## src/design/aes128_pkg.sv

```systemverilog
// Package for the AES-128 block encryption pipeline.
// Holds shared types, sizes, the S-box table and the GF(2^8) helpers.
// No dependencies.
`default_nettype none

package aes128_pkg;

  // Number of rounds and size of the round key store.
  localparam int NumRounds = 10;
  localparam int KeyWords  = 2 * (NumRounds + 1);
  localparam int KeyIdxW   = 5;

  // Item kinds on the input channel.
  typedef enum logic {
    ModeLoad    = 1'b0,
    ModeEncrypt = 1'b1
  } mode_e;

  typedef logic [127:0] block_t;
  typedef logic [63:0]  word_t;

  // All eleven round keys, round k in element k.
  typedef logic [NumRounds:0][127:0] rkey_set_t;

  // Write request into the round key store.
  typedef struct packed {
    logic               en;
    logic [KeyIdxW-1:0] idx;
    word_t              data;
  } key_wr_t;

  localparam logic [7:0] Sbox [256] = '{
    8'h63,8'h7c,8'h77,8'h7b,8'hf2,8'h6b,8'h6f,8'hc5,8'h30,8'h01,8'h67,8'h2b,8'hfe,8'hd7,8'hab,8'h76,
    8'hca,8'h82,8'hc9,8'h7d,8'hfa,8'h59,8'h47,8'hf0,8'had,8'hd4,8'ha2,8'haf,8'h9c,8'ha4,8'h72,8'hc0,
    8'hb7,8'hfd,8'h93,8'h26,8'h36,8'h3f,8'hf7,8'hcc,8'h34,8'ha5,8'he5,8'hf1,8'h71,8'hd8,8'h31,8'h15,
    8'h04,8'hc7,8'h23,8'hc3,8'h18,8'h96,8'h05,8'h9a,8'h07,8'h12,8'h80,8'he2,8'heb,8'h27,8'hb2,8'h75,
    8'h09,8'h83,8'h2c,8'h1a,8'h1b,8'h6e,8'h5a,8'ha0,8'h52,8'h3b,8'hd6,8'hb3,8'h29,8'he3,8'h2f,8'h84,
    8'h53,8'hd1,8'h00,8'hed,8'h20,8'hfc,8'hb1,8'h5b,8'h6a,8'hcb,8'hbe,8'h39,8'h4a,8'h4c,8'h58,8'hcf,
    8'hd0,8'hef,8'haa,8'hfb,8'h43,8'h4d,8'h33,8'h85,8'h45,8'hf9,8'h02,8'h7f,8'h50,8'h3c,8'h9f,8'ha8,
    8'h51,8'ha3,8'h40,8'h8f,8'h92,8'h9d,8'h38,8'hf5,8'hbc,8'hb6,8'hda,8'h21,8'h10,8'hff,8'hf3,8'hd2,
    8'hcd,8'h0c,8'h13,8'hec,8'h5f,8'h97,8'h44,8'h17,8'hc4,8'ha7,8'h7e,8'h3d,8'h64,8'h5d,8'h19,8'h73,
    8'h60,8'h81,8'h4f,8'hdc,8'h22,8'h2a,8'h90,8'h88,8'h46,8'hee,8'hb8,8'h14,8'hde,8'h5e,8'h0b,8'hdb,
    8'he0,8'h32,8'h3a,8'h0a,8'h49,8'h06,8'h24,8'h5c,8'hc2,8'hd3,8'hac,8'h62,8'h91,8'h95,8'he4,8'h79,
    8'he7,8'hc8,8'h37,8'h6d,8'h8d,8'hd5,8'h4e,8'ha9,8'h6c,8'h56,8'hf4,8'hea,8'h65,8'h7a,8'hae,8'h08,
    8'hba,8'h78,8'h25,8'h2e,8'h1c,8'ha6,8'hb4,8'hc6,8'he8,8'hdd,8'h74,8'h1f,8'h4b,8'hbd,8'h8b,8'h8a,
    8'h70,8'h3e,8'hb5,8'h66,8'h48,8'h03,8'hf6,8'h0e,8'h61,8'h35,8'h57,8'hb9,8'h86,8'hc1,8'h1d,8'h9e,
    8'he1,8'hf8,8'h98,8'h11,8'h69,8'hd9,8'h8e,8'h94,8'h9b,8'h1e,8'h87,8'he9,8'hce,8'h55,8'h28,8'hdf,
    8'h8c,8'ha1,8'h89,8'h0d,8'hbf,8'he6,8'h42,8'h68,8'h41,8'h99,8'h2d,8'h0f,8'hb0,8'h54,8'hbb,8'h16
  };

  // Multiply by x in GF(2^8) with the AES polynomial.
  function automatic logic [7:0] xtime(input logic [7:0] x);
    return {x[6:0], 1'b0} ^ (x[7] ? 8'h1b : 8'h00);
  endfunction

endpackage

`default_nettype wire

```

## src/design/aes128_key_store.sv

```systemverilog
// Round key store: 22 words of 64 bits, cleared at reset, one write per cycle.
// Presents all eleven 128-bit round keys in parallel to the round cells.
// Depends on aes128_pkg.
`default_nettype none

module aes128_key_store (
  input  wire logic                 clk_i,
  input  wire logic                 rst_ni,
  input  wire aes128_pkg::key_wr_t  wr_i,
  output aes128_pkg::rkey_set_t     round_keys_o
);
  import aes128_pkg::*;

  word_t words_q [KeyWords];

  // Each word takes a write that names its slot; slots past the end are ignored.
  always_ff @(posedge clk_i or negedge rst_ni) begin
    if (!rst_ni) begin
      for (int i = 0; i < KeyWords; i++) begin
        words_q[i] <= '0;
      end
    end else if (wr_i.en) begin
      for (int i = 0; i < KeyWords; i++) begin
        if (wr_i.idx == KeyIdxW'(i)) begin
          words_q[i] <= wr_i.data;
        end
      end
    end
  end

  // Round k is the odd word above the even word.
  for (genvar k = 0; k <= NumRounds; k++) begin : g_round_key
    assign round_keys_o[k] = {words_q[2*k+1], words_q[2*k]};
  end

endmodule

`default_nettype wire

```

## config.mk

```make
export PLATFORM = sky130hd
export DESIGN_NAME = aes128_key_store
export DESIGN_NICKNAME = d
export VERILOG_FILES = /design/src/design/aes128_pkg.sv /design/src/design/aes128_key_store.sv
export SDC_FILE = /design/constraint.sdc
export NUM_CORES = 1
export LEC_CHECK = 0
export ABC_AREA = 1
export ABC_CLOCK_PERIOD_IN_PS = 800
export BUFFER_PORTS_ARGS = -buffer_cell sky130_fd_sc_hd__buf_2
export CELL_PAD_IN_SITES_DETAIL_PLACEMENT = 0
export CELL_PAD_IN_SITES_GLOBAL_PLACEMENT = 2
export CORE_AREA = 2 2 583 585
export CTS_CLUSTER_DIAMETER = 40
export CTS_CLUSTER_SIZE = 30
export DETAILED_ROUTE_END_ITERATION = 10
export DIE_AREA = 0 0 585 587
export PLACE_DENSITY = 0.55
export SYNTH_ARGS = -nofsm -noshare
export SYNTH_HDL_FRONTEND = slang
export SYNTH_SLANG_ARGS = --single-unit
export TNS_END_PERCENT = 50
```

## constraint.sdc

```tcl
create_clock -name clk_i -period 0.8 [get_ports clk_i]
set_input_delay 0.04 -clock clk_i [delete_from_list [all_inputs] [get_ports clk_i]]
set_output_delay 0.04 -clock clk_i [all_outputs]
set_load 0.02 [all_outputs]
```

-- Yosys cells after proc, flatten, opt, wreduce, memory -nomap -nowiden
Cells that the tools add are included.
- register bits after elaboration: 1408
- bits of input ports: 72
- output and inout bits: 1408
- logic and storage cells: 66
- equal/unequal tests: 21
- reductions and logical operators: 23
- operator list (operator ; count):
    $reduce_and A2 Y1 ; 22
    $eq A5 B4 Y1 const B ; 8
    $eq A5 B5 Y1 const B ; 6
    $eq A5 B3 Y1 const B ; 4
    $eq A5 B2 Y1 const B ; 2
    $eq A5 B1 Y1 const B ; 1
    $logic_not A5 Y1 ; 1

-- Longest topological paths before layout
Gate-level depths: netlist of the first run.
- depth after elaboration: 2
- gate-level depth with buffers: 7
- depth with buffers taken out: 5

-- Least setup slack after synthesis of the first run
No wires, ideal clock.
- path type: input -> register
- from: in wr_i[69] (netlist name)
- to: reg words_q (netlist bit round_keys_o[515])
- setup time: 0.117 ns
- arrival: 0.994 ns
- data required time: 0.683 ns
- path slack: -0.311 ns
- cell stages on the path: 7
- buffers on the path: 2
- cell sequence: inv_1 nor2_2 buf_4 nand3_2 clkbuf_1 nand2_1 nand2_1
- cells in the longest elaborated chain, start to end: 1
- RTL lines (what ; line ; text):
    start: declaration ; aes128_key_store.sv:9 ; input wire aes128_pkg::key_wr_t wr_i,
    $reduce_and A2 Y1 (no source line) ; n/a ;
    end signal: indexed assignment ; aes128_key_store.sv:25 ; words_q[i] <= wr_i.data;
    end: declaration ; aes128_key_store.sv:14 ; word_t words_q [KeyWords];
No other way between the ends.
A chain may end at the register's enable or synchronous reset.

-- Worst setup path in the final report of the first run
- from: reg words_q (netlist bit round_keys_o[1095])
- to: out round_keys_o[1095] (netlist name)
- RTL lines (what ; line ; text):
    end: declaration ; aes128_key_store.sv:10 ; output aes128_pkg::rkey_set_t round_keys_o
No word-level cell between the ends.

==> impl_metrics.tcl, run 1 <==
set metrics [dict create \
    viasPerCell 4.23 \
    final_nets 8695 \
    die_x_um 585 \
    setup_viol 1812 \
    io_pins 1480 \
    core_area_um2 338000 \
    post-route-min-period_ps 1540 \
    crit_path_cell_trace "buf_6" \
    drtIter0Drc 4160 \
    start_util 0.166 \
    run_status "finished, violations left" \
    grt_overflow 0 \
    max_stage_delay_ps 470 \
    tritoncts "built" \
    dieArea_um2 343000 \
    area_growth_pct 73.4 \
    wirelength_um 360000 \
    grt_max_degree 87 \
    p_per_area_nw_per_um2 3260 \
    combPwrFrac 0.246 \
    layout_commonest_cell "nand2_1" \
    root_buffer "clkbuf_16" \
    postSynthCellCount 6288 \
    violations "hold timing, setup timing" \
    crit_start "round_keys_o[1095]" \
    hold_viol_final 238 \
    worst_slew_pin_slew_ps 798 \
    numCtsBuffers 328 \
    hold_class "input pin to flop" \
    drive_gt1_frac 0.362 \
    timing.final.ws_setup_ps -743 \
    die_height_um 587 \
    relSlewSlack 0.466 \
    max_freq_ghz 0.648 \
    insertion_delay_ps 900 \
    r2r_start "round_keys_o[519]" \
    maxCapViolations 0 \
    p_sw_mw 104 \
    avgSynthCellArea_um2 8.94 \
    criticalPathCategory "flop to output pin" \
    p_seq_frac 0.305 \
    final_cell_mix "2823 x nand2_1, 1311 x dfrtp_1, 1088 x nand3_1, 1067 x buf_6, 785 x buf_4" \
    min_period_over_period 1.93 \
    path_delay_family "flip-flops" \
    rsz0062_at_grt "true" \
    crit_slowest_cell "dfrtp_2" \
    dpl.hpwl_um 253000 \
    synth-seq-area-share 0.627 \
    drc 0 \
    clock_path_buffers 4 \
    hold_buffers 87 \
    antenna_found_initial 46 \
    p_clk_frac 0.449 \
    largest_reg_flops 1408 \
    cp.buffers_inverters 1 \
    gp_congestion 0.805 \
    design_power_total_mw 318 \
    htree_levels 5 \
    wire_per_inst_um 26.8 \
    yosys_warnings 0 \
    clock-sinks 1408 \
    ir_drop_uv 1940 \
    fin_skew_ps 0 \
    report.final.slew_viol_count 0 \
    whs_ps -260 \
    mappedNetlistArea_um2 56200 \
    crit_fanout 2 \
    dp_worst_setup_slack_ps -1000 \
    cp-end-kind "output pin" \
    rows 214 \
    hp-start "wr_i[67]" \
    start_kind "flop" \
    ys_ff_latch 1408 \
    grt_first_pass_wirelength_um 485000 \
    crit_required_ps 760 \
    internal_power_mw 215 \
    arrival_ps 1500 \
    antenna_left 0 \
    numPortBuffers 1479 \
    clkTransAtPathRegs_ps 50 \
    syn_nets 6360 \
    p_sw_frac 0.326 \
    grtUsageTotal 0.201 \
    synth.distinct_cells 14 \
    num_vias 56900 \
    r2r_slack_ps -140 \
    grt_pass1_vias 56700 \
    first_pass_iters 6 \
    utilization 0.288 \
    p_leak_nw 50.8 \
]
[per-stage QoR]
| step | hold WS (ps) | TNS, ps | cells | cell area, µm² |
|---|---|---|---|---|
| after floorplan | -256 | -257890 | 6288 | 56500 |
| after global placement | 93.2 | -1098840 | 12300 | 74800 |
| after detailed placement | 89.1 | -1100010 | 12300 | 74800 |
| after CTS | -332 | -1156000 | 13200 | 93500 |
| after global routing | -265 | -1147010 | 13400 | 97500 |
| final | -260 | -1042370 | 13400 | 97500 |
[Yosys cell counts, drive strengths merged]
cell type  number  share of area
nand2        2823           0.19
dfrtp        1408           0.63
nand3        1110           0.10
clkbuf        336          0.022
nand4         320          0.036
buf           270          0.025
nor2           12         0.0011
inv             8        0.00053
clkinv          1       0.000067
[power by group through the flow]
stage                     sequential, mW  combinational [mW]  clock, mW
after floorplan                      109                12.6          0
after global placement              95.3                60.4          0
after detailed placement            95.4                60.7          0
after CTS                           96.2                72.1        145
after global routing                98.1                82.8        149
final                               97.1                78.3        143
[cell type report]
| cell class | count | area [µm²] |
|---|---|---|
| Clock inverter | 173 | 2510 |
| Antenna cell | 21 | 52.6 |
| Multi-Input combinational cell | 4265 | 18600 |
| Timing Repair Buffer | 2611 | 26100 |
| Clock buffer | 425 | 9190 |
| Inverter | 9 | 58.8 |
| Fill cell | 35900 | 240000 |
| Tap cell | 4536 | 5680 |
| Sequential cell | 1408 | 35400 |
[per-layer routing]
layer  wire, µm  GRT usage  up-vias
li1           -          -    25200
met1     149000      0.254    28800
met2     168000      0.328     2298
met3      27700     0.0521      559
met4      14300     0.0750        8
met5         61          0        -
[kinds of logic after synthesis]
family | after synthesis | synth area share
flops | 1408 | 0.627
simple gates | 4265 | 0.325
buf+inv | 615 | 0.0479
[final timing paths]
| check | to | cells after the start |
|---|---|---|
| min in group asynchronous | round_keys_o[1327] | 3 |
| hold / removal | round_keys_o[1315] | 5 |
| hold reg to reg | round_keys_o[658] | 2 |
| setup / recovery | round_keys_o[1095] | 1 |
| setup reg to reg | round_keys_o[519] | 4 |
| max in group asynchronous | round_keys_o[1069] | 5 |
[repair_timing]
| item | in CTS | in global routing |
|---|---|---|
| gates resized for setup | 1548 | 830 |
| hold endpoints to repair | 2816 | 248 |
| setup endpoints to repair | 1475 | 1850 |
| setup buffers | 195 | 244 |
No activity file was read; power rests on OpenSTA's default activity.
==> inputs of run 2 (changes only) <==
- ABC_AREA: 1 -> unset
- CORE_AREA: 2 2 583 585 -> 2 2 575 577
- DIE_AREA: 0 0 585 587 -> 0 0 577 579
- MAX_ROUTING_LAYER: unset -> met4
- PLACE_DENSITY: 0.55 -> 0.49
==> run 2 against run 1 <==
Against the previous run:
- the run still ends with hold timing, setup timing left
- via count down 35%
- fmax shrank 3.4%
- sequential share of layout area is 2.9 points higher
- core utilization down 1.5 points
- synthesized cell count shrank 50%
- register-to-register slack worse by 80 ps
- hold slack improved by 200 ps
- wire length fell by 29%
- critical path depth increased by 1
- critical path type unchanged
==> impl_metrics.tcl, run 2 <==
set metrics [dict create \
    run_status "finished, violations left" \
    violations "hold timing, setup timing" \
    hold_end "round_keys_o[1280]" \
    synth-simple-area-share 0.00398 \
    dpl.hpwl_um 188000 \
    wire_per_inst_um 25.6 \
    p_leak_nw 43.4 \
    path_delay_family "flip-flops" \
    largest_reg_flops 1408 \
    fin_skew_ps 0 \
    crit_slowest_cell "dfrtp_2" \
    synthAdderAreaFrac 0 \
    clock-sinks 1408 \
    yosysTopAreaCell "dfrtp_1" \
    path_depth 2 \
    synth_common_cells "1408 x dfrtp_1, 1263 x mux2_2, 145 x mux2_1" \
    grt_util_met3 0.0552 \
    utilization 0.274 \
    yosys.area_share.xor_xnor 0 \
    crit_path_cell_trace "buf_12, buf_8" \
    start_util 0.160 \
    rr_endpoint "round_keys_o[829]" \
    yosys_warnings 0 \
    drtIter0Drc 1410 \
    layout_commonest_cell "dfrtp_1" \
    die_height_um 579 \
    numCtsBuffers 310 \
    synthMuxAreaShare 0.302 \
    drive_gt1_frac 0.725 \
    yosys-top-cells-area "dfrtp_1 67%, mux2_2 27%, mux2_1 3.1%" \
    viasPerCell 3.68 \
    synth_top_family_by_area "multiplexers" \
    wirelength_um 256000 \
    grt_max_degree 57 \
    cp-end-kind "output pin" \
    crit_required_ps 760 \
    nFillCells 33900 \
    io_pins 1480 \
    relSlewSlack 0.472 \
    grt_pass1_vias 39300 \
    timing.final.ws_setup_ps -798 \
    min_period_over_period 2.00 \
    numPortBuffers 1479 \
    use_met2 0.241 \
    ys_ff_latch 1408 \
    postSynthCellCount 3119 \
    tritoncts "built" \
    first_pass_iters 5 \
    final_cell_mix "1395 x dfrtp_1, 1203 x mux2_2, 942 x buf_6, 577 x buf_2, 406 x buf_4" \
    r2r_slack_ps -220 \
    synth_ff_type "dfrtp_1" \
    post-route-min-period_ps 1600 \
    crit_fanout 2 \
    rsz0062_at_grt "true" \
    max_freq_ghz 0.626 \
    die_x_um 577 \
    worst_slew_pin_slew_ps 790 \
    drc 0 \
    synth-seq-area-share 0.671 \
    core_area_um2 329000 \
    antenna_left 0 \
    grt_first_pass_wirelength_um 343000 \
    clkTransAtPathRegs_ps 40 \
    use_met1 0.176 \
    arrival_ps 1560 \
    clock_path_buffers 4 \
    num_vias 36800 \
    design_power_total_mw 303 \
    grt-busiest-layer "met2" \
    ir_drop_uv 2480 \
    criticalPathCategory "flop to output pin" \
    hp-start "wr_i[65]" \
    antenna_found_initial 36 \
    cp.buffers_inverters 2 \
    maxCapViolations 0 \
    max_stage_delay_ps 430 \
    synth_compound_area_frac 0 \
    grt_overflow 0 \
    synth_top_area_frac 0.671 \
    setup_viol 2393 \
    gp_congestion 0.776 \
    root_buffer "clkbuf_16" \
    start_kind "flop" \
    p_per_area_nw_per_um2 3370 \
    syn_nets 3191 \
    async_reset_ff_frac 1.00 \
    r2r_start "round_keys_o[829]" \
    holdPathStages 5 \
    synth_edf_count 0 \
    insertion_delay_ps 860 \
    mappedNetlistArea_um2 52500 \
    hold_class "input pin to flop" \
    avgSynthCellArea_um2 16.8 \
    report.final.slew_viol_count 0 \
    yosysMostFrequentCell "dfrtp_1" \
    htree_levels 5 \
    grtUsageTotal 0.152 \
    area_growth_pct 71.2 \
    synth.distinct_cells 19 \
    whs_ps -64.0 \
    reg2regPathDepth 3 \
    dieArea_um2 334000 \
    hold_buffers 66 \
    rows 211 \
    hold_viol_final 9 \
    final_nets 5432 \
]
-- run 2: cell families after synthesis --
| family | after synthesis |
|---|---|
| flip-flops | 1408 |
| multiplexers | 1408 |
| buffers and inverters | 270 |
| AND/OR/NAND/NOR | 33 |
-- run 2: per-layer routing --
metal | vias to the layer above | wire (µm)
li1 | 15600 | -
met4 | 0 | 10200
met2 | 1539 | 120000
met5 | - | 0
met1 | 19300 | 103000
met3 | 399 | 22900
-- run 2: worst max path at each step --
stage	start	to
2_1_floorplan	wr_i[67]	round_keys_o[1293]
3_3_place_gp	wr_i[68]	round_keys_o[904]
3_5_place_dp	wr_i[68]	round_keys_o[899]
4_1_cts	round_keys_o[1244]	round_keys_o[1244]
5_1_grt	round_keys_o[1244]	round_keys_o[1244]
6_report	round_keys_o[1244]	round_keys_o[1244]
-- run 2: repair_timing --
item / 4_1_cts / 5_1_grt
hold endpoints to repair: 2816 / 15
setup endpoints to repair: 1839 / 2337
cloned: 0 / 0
resized for setup: 1364 / 640
buffers inserted: 99 / 75
pin swaps: 0 / 0
-- run 2: layout make-up --
type,instances,area (µm²),area share
Multi-Input combinational cell,1441,16900,0.187
Tap cell,4366,5460,0.0607
Sequential cell,1408,35300,0.392
Clock buffer,409,8730,0.0971
Clock inverter,159,2270,0.0253
Timing Repair Buffer,2199,21300,0.237
Antenna cell,17,42.5,0.000473
-- run 2: worst register-to-register path: stages, from the launching register on --
cell     delay [ps]
dfrtp_1         380
buf_4           130
buf_4           120
mux2_1          280
-- run 2: power by group --
part	internal [mW]	switching, mW	total [mW]
Sequential	85.5	9.49	94.9
Clock	89.7	43.8	133
Combinational	35.9	39.0	74.8
Total	211	92.2	303
-- run 2: through the flow --
step / setup slack, ps / cells / setup TNS [ps] / cell area (µm²)
floorplan: -559 / 3119 / -687740 / 53300
CTS: -920 / 9907 / -1086670 / 87700
global route: -904 / 9986 / -1100650 / 89900
global placement: -1150 / 9186 / -1331480 / 71100
detailed placement: -1160 / 9186 / -1315590 / 71100
finish: -798 / 9999 / -974190 / 89900
